File: src/design/rast_pkg.sv
package rast_pkg;

  localparam int DEF_MAX_POSITIONS = 1024;
  localparam int POS_W = 11;
  localparam int VAL_W = 32;
  localparam int DW = 48;
  localparam logic signed [DW-1:0] EMPTY_MAG = 48'sh00003f3f3f3f;

  typedef enum logic [1:0] {
    MODE_LOAD  = 2'd0,
    MODE_ADD   = 2'd1,
    MODE_QUERY = 2'd2
  } mode_t;

  typedef struct packed {
    logic [DW-1:0]        fall;
    logic [DW-1:0]        rise;
    logic signed [DW-1:0] mn;
    logic signed [DW-1:0] mx;
  } summary_t;

  typedef enum logic [3:0] {
    OP_IDLE,
    OP_CLEAR,
    OP_START,
    OP_LATCH_CUR,
    OP_APPLY_TAG,
    OP_CLR_PEND,
    OP_APPLY_VAL,
    OP_LEAF,
    OP_LATCH_A,
    OP_PULL,
    OP_ACC_JOIN,
    OP_EMIT
  } dp_op_t;

  typedef struct packed {
    dp_op_t op;
    logic   rd_en;
  } dp_cmd_t;

  typedef struct packed {
    logic pend_nz;
  } dp_status_t;

endpackage

File: src/design/rast_ctrl.sv
module rast_ctrl #(
  parameter int MAX_POSITIONS = rast_pkg::DEF_MAX_POSITIONS,
  localparam int DEPTH = 4 * MAX_POSITIONS,
  localparam int AW = $clog2(DEPTH)
) (
  input  logic                          clk,
  input  logic                          rst,
  input  logic                          in_valid,
  output logic                          in_ready,
  input  logic [1:0]                    in_mode,
  input  logic [rast_pkg::POS_W-1:0]    in_left,
  input  logic [rast_pkg::POS_W-1:0]    in_right,
  output logic                          out_valid,
  input  logic                          out_ready,
  input  logic                          cfg_we,
  input  logic [rast_pkg::POS_W-1:0]    cfg_wdata,
  input  rast_pkg::dp_status_t          status,
  output rast_pkg::dp_cmd_t             cmd,
  output logic [AW-1:0]                 rd_addr,
  output logic [AW-1:0]                 wr_addr
);

  localparam int PW = rast_pkg::POS_W;
  localparam int SD = $clog2(MAX_POSITIONS) + 1;
  localparam int SPW = $clog2(SD + 1);
  localparam int IW = $clog2(SD);
  localparam logic PH_LEFT = 1'b0;
  localparam logic PH_BOTH = 1'b1;

  typedef enum logic [3:0] {
    S_CLEAR, S_IDLE, S_ENTER, S_PUSH_CHK, S_PUSH_L, S_PUSH_R, S_PUSH_P,
    S_LEAF_WR, S_COV_WR, S_Q_ACC, S_RETURN, S_RESUME, S_PULL_RDR, S_PULL_WR,
    S_DONE
  } state_t;

  state_t          state;
  logic [AW-1:0]   clr_cnt;
  logic [PW-1:0]   used_size;
  logic [1:0]      mode;
  logic [PW-1:0]   pos_a;
  logic [PW-1:0]   pos_b;
  logic [AW-1:0]   cur_p;
  logic [PW-1:0]   cur_l;
  logic [PW-1:0]   cur_r;
  logic            cur_ph;
  logic [SPW-1:0]  sp;
  logic [SPW-1:0]  sp_dec;
  logic [AW-1:0]   stk_p [SD];
  logic [PW-1:0]   stk_l [SD];
  logic [PW-1:0]   stk_r [SD];
  logic            stk_ph [SD];

  logic [PW:0]     lr_sum;
  logic [PW-1:0]   mid;
  logic [AW-1:0]   lc;
  logic [AW-1:0]   rc;
  logic [PW-1:0]   n_eff;
  logic            accept;
  logic            is_load;
  logic            is_query;
  logic            outside;
  logic            covered;
  logic            do_desc;
  logic            desc_right;
  logic            desc_ph;
  logic            emit;

  assign lr_sum = {1'b0, cur_l} + {1'b0, cur_r};
  assign mid = lr_sum[PW:1];
  assign lc = {cur_p[AW-2:0], 1'b0};
  assign rc = {cur_p[AW-2:0], 1'b1};
  assign sp_dec = sp - SPW'(1);
  assign in_ready = (state == S_IDLE);
  assign accept = in_valid && in_ready;
  assign is_load = (mode == rast_pkg::MODE_LOAD);
  assign is_query = (mode == rast_pkg::MODE_QUERY);
  assign outside = (cur_r < pos_a) || (cur_l > pos_b);
  assign covered = (pos_a <= cur_l) && (cur_r <= pos_b);
  assign emit = (state == S_DONE) && is_query && (!out_valid || out_ready);

  always_comb begin
    if (used_size == '0) begin
      n_eff = PW'(1);
    end else if (32'(used_size) > MAX_POSITIONS) begin
      n_eff = PW'(MAX_POSITIONS);
    end else begin
      n_eff = used_size;
    end
  end

  assign do_desc = (state == S_PUSH_CHK && !status.pend_nz) || (state == S_PUSH_P) ||
                   (state == S_RESUME && cur_ph == PH_LEFT);
  assign desc_right = (state == S_RESUME) || (is_load && pos_a > mid);
  assign desc_ph = (state == S_RESUME || is_load) ? PH_BOTH : PH_LEFT;

  always_comb begin
    cmd.op = rast_pkg::OP_IDLE;
    cmd.rd_en = 1'b0;
    rd_addr = cur_p;
    wr_addr = cur_p;
    unique case (state)
      S_CLEAR: begin
        cmd.op = rast_pkg::OP_CLEAR;
        wr_addr = clr_cnt;
      end
      S_IDLE: begin
        if (accept) begin
          cmd.op = rast_pkg::OP_START;
        end
      end
      S_ENTER: cmd.rd_en = is_load || !outside;
      S_PUSH_CHK: begin
        cmd.op = rast_pkg::OP_LATCH_CUR;
        cmd.rd_en = status.pend_nz;
        rd_addr = lc;
      end
      S_PUSH_L: begin
        cmd.op = rast_pkg::OP_APPLY_TAG;
        wr_addr = lc;
        cmd.rd_en = 1'b1;
        rd_addr = rc;
      end
      S_PUSH_R: begin
        cmd.op = rast_pkg::OP_APPLY_TAG;
        wr_addr = rc;
      end
      S_PUSH_P: cmd.op = rast_pkg::OP_CLR_PEND;
      S_LEAF_WR: cmd.op = rast_pkg::OP_LEAF;
      S_COV_WR: cmd.op = rast_pkg::OP_APPLY_VAL;
      S_Q_ACC: cmd.op = rast_pkg::OP_ACC_JOIN;
      S_RESUME: begin
        cmd.rd_en = (cur_ph == PH_BOTH) && !is_query;
        rd_addr = lc;
      end
      S_PULL_RDR: begin
        cmd.op = rast_pkg::OP_LATCH_A;
        cmd.rd_en = 1'b1;
        rd_addr = rc;
      end
      S_PULL_WR: cmd.op = rast_pkg::OP_PULL;
      S_DONE: begin
        if (emit) begin
          cmd.op = rast_pkg::OP_EMIT;
        end
      end
      S_RETURN: begin
      end
      default: begin
      end
    endcase
  end

  always_ff @(posedge clk) begin
    if (rst) begin
      state <= S_CLEAR;
      clr_cnt <= '0;
      used_size <= PW'(1);
      sp <= '0;
      out_valid <= 1'b0;
    end else begin
      if (cfg_we) begin
        used_size <= cfg_wdata;
      end
      if (emit) begin
        out_valid <= 1'b1;
      end else if (out_ready) begin
        out_valid <= 1'b0;
      end
      if (do_desc) begin
        sp <= sp + SPW'(1);
      end
      unique case (state)
        S_CLEAR: begin
          clr_cnt <= clr_cnt + AW'(1);
          if (clr_cnt == AW'(DEPTH - 1)) begin
            state <= S_IDLE;
          end
        end
        S_IDLE: begin
          if (accept) begin
            if (in_mode == rast_pkg::MODE_ADD || in_mode == rast_pkg::MODE_QUERY ||
                (in_mode == rast_pkg::MODE_LOAD && in_left != '0 && in_left <= n_eff)) begin
              state <= S_ENTER;
            end
            sp <= '0;
          end
        end
        S_ENTER: begin
          if (is_load) begin
            state <= (cur_l == cur_r) ? S_LEAF_WR : S_PUSH_CHK;
          end else if (outside) begin
            state <= S_RETURN;
          end else if (covered) begin
            state <= is_query ? S_Q_ACC : S_COV_WR;
          end else begin
            state <= S_PUSH_CHK;
          end
        end
        S_PUSH_CHK: state <= status.pend_nz ? S_PUSH_L : S_ENTER;
        S_PUSH_L: state <= S_PUSH_R;
        S_PUSH_R: state <= S_PUSH_P;
        S_PUSH_P: state <= S_ENTER;
        S_LEAF_WR: state <= S_RETURN;
        S_COV_WR: state <= S_RETURN;
        S_Q_ACC: state <= S_RETURN;
        S_RETURN: begin
          if (sp == '0) begin
            state <= S_DONE;
          end else begin
            sp <= sp_dec;
            state <= S_RESUME;
          end
        end
        S_RESUME: begin
          if (cur_ph == PH_LEFT) begin
            state <= S_ENTER;
          end else begin
            state <= is_query ? S_RETURN : S_PULL_RDR;
          end
        end
        S_PULL_RDR: state <= S_PULL_WR;
        S_PULL_WR: state <= S_RETURN;
        S_DONE: begin
          if (!is_query || emit) begin
            state <= S_IDLE;
          end
        end
        default: state <= S_IDLE;
      endcase
    end
  end

  always_ff @(posedge clk) begin
    if (accept) begin
      mode <= in_mode;
      pos_a <= in_left;
      pos_b <= in_right;
      cur_p <= AW'(1);
      cur_l <= PW'(1);
      cur_r <= n_eff;
    end else if (do_desc) begin
      stk_p[sp[IW-1:0]] <= cur_p;
      stk_l[sp[IW-1:0]] <= cur_l;
      stk_r[sp[IW-1:0]] <= cur_r;
      stk_ph[sp[IW-1:0]] <= desc_ph;
      cur_p <= desc_right ? rc : lc;
      cur_l <= desc_right ? mid + PW'(1) : cur_l;
      cur_r <= desc_right ? cur_r : mid;
    end else if (state == S_RETURN && sp != '0) begin
      cur_p <= stk_p[sp_dec[IW-1:0]];
      cur_l <= stk_l[sp_dec[IW-1:0]];
      cur_r <= stk_r[sp_dec[IW-1:0]];
      cur_ph <= stk_ph[sp_dec[IW-1:0]];
    end
  end

endmodule

File: config.mk
export PLATFORM = sky130hd
export DESIGN_NAME = rast_ctrl
export DESIGN_NICKNAME = d
export VERILOG_FILES = /design/src/design/rast_pkg.sv /design/src/design/rast_ctrl.sv
export SDC_FILE = /design/constraint.sdc
export NUM_CORES = 1
export LEC_CHECK = 0
export BUFFER_PORTS_ARGS = -buffer_cell sky130_fd_sc_hd__buf_4
export CORE_MARGIN = 3
export CORE_UTILIZATION = 25
export DETAILED_ROUTE_END_ITERATION = 6
export REMOVE_ABC_BUFFERS = 1
export SYNTH_ARGS = -nofsm -noshare
export SYNTH_HDL_FRONTEND = slang
export SYNTH_SLANG_ARGS = --single-unit
File: constraint.sdc
create_clock -name clk -period 4.8 [get_ports clk]
set_input_delay 0.24 -clock clk [delete_from_list [all_inputs] [get_ports clk]]
set_output_delay 0.24 -clock clk [all_outputs]
set_load 0.01 [all_outputs]
==> reports/metrics.csv <==
metric;value;unit
ctsResizeCount;0;
critPathMaxStageDelay;0.48;ns
dr.max_layer_used;met4;
die_h;299.5;um
cts_tree;built;
crit_fanout;11;
synth-seq-cells;476;
slew_headroom;0.3262;
cp_cell_sequence;ha_1 -> fa_1 -> a211oi_2 -> o21ai_1 -> a2111o_1 -> nand2_1 -> xnor2_1 -> inv_1 -> ha_1 -> nand2_1 -> nor4_1 -> buf_4 -> o21bai_1 -> o31ai_1 -> mux2i_1 -> a21bo_1 -> nand3_1 -> nand3_1 -> buf_4;
min_to;used_size[0]$_SDFFE_PP1P_;
cts-buffers-inserted;48;
drtIter0Drc;1097;
drc;0;
ios;72;
yosysWarnings;0;
grt_max_degree;111;
ir_drop;0.0002858;V
synth_edf_count;421;
wl_met3;3.225;mm
dieArea;89670;sq um
timing.hold.worst.class;input pin to flop;
setup_viol;0;
synth_area_leader_cell;edfxtp_1;
syn_avg_cell_area;14.51;sq um
reg2reg_depth;19;
hold_violations;0;
yosysUniqueCellTypes;72;
cp_slowest_cell;a2111o_1;
startpoint;cur_r[0]$_DFFE_PP_;
firstDrtPassIters;5;
seq_area_frac_synth;0.6384;
ys_async_sr_fraction;0;
power_density;392.7;nW/um^2
cp-start-kind;flop;
max_freq;0.2262;GHz
grt_pass1_wl;84.35;mm
slew_violations;0;
holdPathStages;2;
drive_gt1_frac;0.1980;
arrival;4.70;ns
area_growth_syn_to_layout;19.14;%
root_buffer;clkbuf_16;
synth_top_area_frac;0.5872;
worstSetupPathType;flop to flop;
tightest_slew;1.011;ns
clk_path_buf_depth;3;
htreeDepth;2;
drt-met1-wl;26.21;mm
netlist_top_cells_area;edfxtp_1 59%, mux4_2 7.3%, dfxtp_1 5.1%;
place_congestion;0.8708;
route.final.wire_length;56.55;mm
final_cell_mix;421 x edfxtp_1, 132 x nor2_1, 124 x buf_4;
diodes;0;
reg2reg_to;cur_r[4]$_DFFE_PP_;
num-fill-cells;8362;
rows;106;
clock_sinks;476;
setup_ws;0.3781;ns
finalNetCount;1752;
fin_crit_sh;0.9212;
skew;0.01987;ns
tns;0;ns
synth_flop_cell;edfxtp_1;
via_count;13240;
globalRoute.totalOverflow;0;
syn_inst;1484;
antenna_found_initial;0;
pre_cts_slack;0.4024;ns
cp.required;5.08;ns
ant_nets;0;
hp-start;cfg_we;
critPathCaptureType;flop;
grt_usage;0.1237;
hpwl;36.15;mm
clkSlewWorstSetupHoldPaths;0.06;ns
grt_pass1_vias;13080;
layout_commonest_cell;edfxtp_1;
wl_met2;26.01;mm
max_cap_violations;0;
status;finished clean;
rsz0062_at_grt;false;
clock_latency;0.59;ns
die-width;299.5;um
reg2reg_from;cur_r[0]$_DFFE_PP_;
r2r_setup_slack;0.38;ns
wl_per_cell;20.19;um
io_buffers;71;
p_leak;8.940;nW
syn_area;21530;sq um
initial_utilization;0.2548;
core-area;84480;sq um
vias_per_cell;4.726;
fin_crit;4.422;ns
synthesized netlist by cell type (3+ instances only):
cell type    n
a22oi_1     18
nand3_2      9
and3_1       9
edfxtp_1   421
nor2b_1     12
o211ai_1     7
xor2_1      16
buf_1        6
nand2b_1    12
a221oi_1    11
ha_1        82
and2_1       3
clkbuf_1    49
a211oi_1    34
mux2_2      12
a31oi_1      6
and4b_1      4
buf_2       16
a21oi_1     81
nand3_1     20
o31ai_1      4
o221ai_1     6
nor2_1     133
dfxtp_1     55
or3_1        4
a21o_1       8
mux2i_1     82
nor3_1      14
o21a_1       9
xnor2_1     12
nor3b_1      4
nand2_1     77
nand4_1     17
o21ai_0     39
mux4_2      70
nor4_1      10
o21ai_1      3
o21bai_1     3
inv_1       59
o21ai_2      9
registers in the layout, indices dropped and copies added (netlist names):
| signal | count |
|---|---|
| used_size | 11 |
| cur_p | 12 |
| cur_ph | 1 |
| clr_cnt | 12 |
| cur_l | 11 |
| cur_r | 11 |
| pos_a | 11 |
| mode | 2 |
| stk_p | 132 |
| state | 4 |
| stk_r | 121 |
| pos_b | 11 |
| sp | 4 |
| out_valid | 1 |
| stk_l | 121 |
| stk_ph | 11 |
worst max-delay path: cells and delay by family (launching register included):
kind,cells,cell delay [ns]
AOI/OAI and AO/OA,6,1.25
xor gates and xnor gates,1,0.20
adders and majority gates,3,0.96
buffers and inverters,3,0.50
DFF,1,0.40
muxes,1,0.14
and+or+nand+nor,5,0.69
layout make-up:
type                       count  area (sq um)  area share
sequential                   476         13750      0.5359
multi-input combinational    876          7315      0.2852
timing repair buffer         167          1441     0.05620
tap                         1134          1419     0.05532
clock buffer                  67          1323     0.05156
inverter                      59         221.5    0.008634
clock inverter                22         183.9    0.007171
logic make-up (layout without fill, tap and decap cells):
group,count (synthesis),after routing,synth area share
AND/OR/NAND/NOR,338,338,0.07567
flip-flops,476,476,0.6384
multiplexers,164,164,0.1176
adder cells (fa/ha/maj),83,83,0.04859
buffers and inverters,132,315,0.02505
AO/OA/AOI/OAI,262,262,0.08253
XOR/XNOR,29,29,0.01215
worst max path at each step:
stage                                   endpoint  slack [ns]
after floorplan           cur_l[10]$_SDFFE_PP0P_       -3.99
after global placement     cur_l[1]$_SDFFE_PP0P_        0.39
after detailed placement   cur_l[1]$_SDFFE_PP0P_        0.40
after CTS                  cur_l[1]$_SDFFE_PP0P_        0.35
after global routing          cur_r[3]$_DFFE_PP_        0.07
final                         cur_r[4]$_DFFE_PP_        0.38
per-layer routing:
layer,vias up,global-route usage
li1,6041,-
met1,6764,0.1781
met2,374,0.1948
met3,59,0.02035
met4,0,0.02959
met5,-,0
per-stage QoR:
step | hold WS (ns) | instance area [sq um] | total power, W | utilization | std cells
2_1_floorplan | 0.3091 | 21210 | 0.005964 | - | 1411
3_3_place_gp | 0.4230 | 23720 | 0.006472 | 0.2807 | 2667
3_5_place_dp | 0.4203 | 23720 | 0.006516 | 0.2807 | 2667
4_1_cts | 0.002268 | 25570 | 0.01015 | 0.3027 | 2791
5_1_grt | 0.02278 | 25650 | 0.01051 | 0.3036 | 2801
6_report | 0.02909 | 25650 | 0.01007 | 0.3036 | 2801
repair_timing:
| action | CTS | global route |
|---|---|---|
| endpoints found under the hold margin | 35 | 0 |
| setup buffers | 0 | 10 |
| hold buffers | 35 | 0 |
| setup endpoints to repair | 0 | 1 |
power breakdown:
group          switching, W  internal (W)  total, W
combinational      0.000994      0.000666   0.00166
clock               0.00155       0.00204   0.00359
sequential         0.000116       0.00471   0.00482
Power figures use the tool's default switching activity.
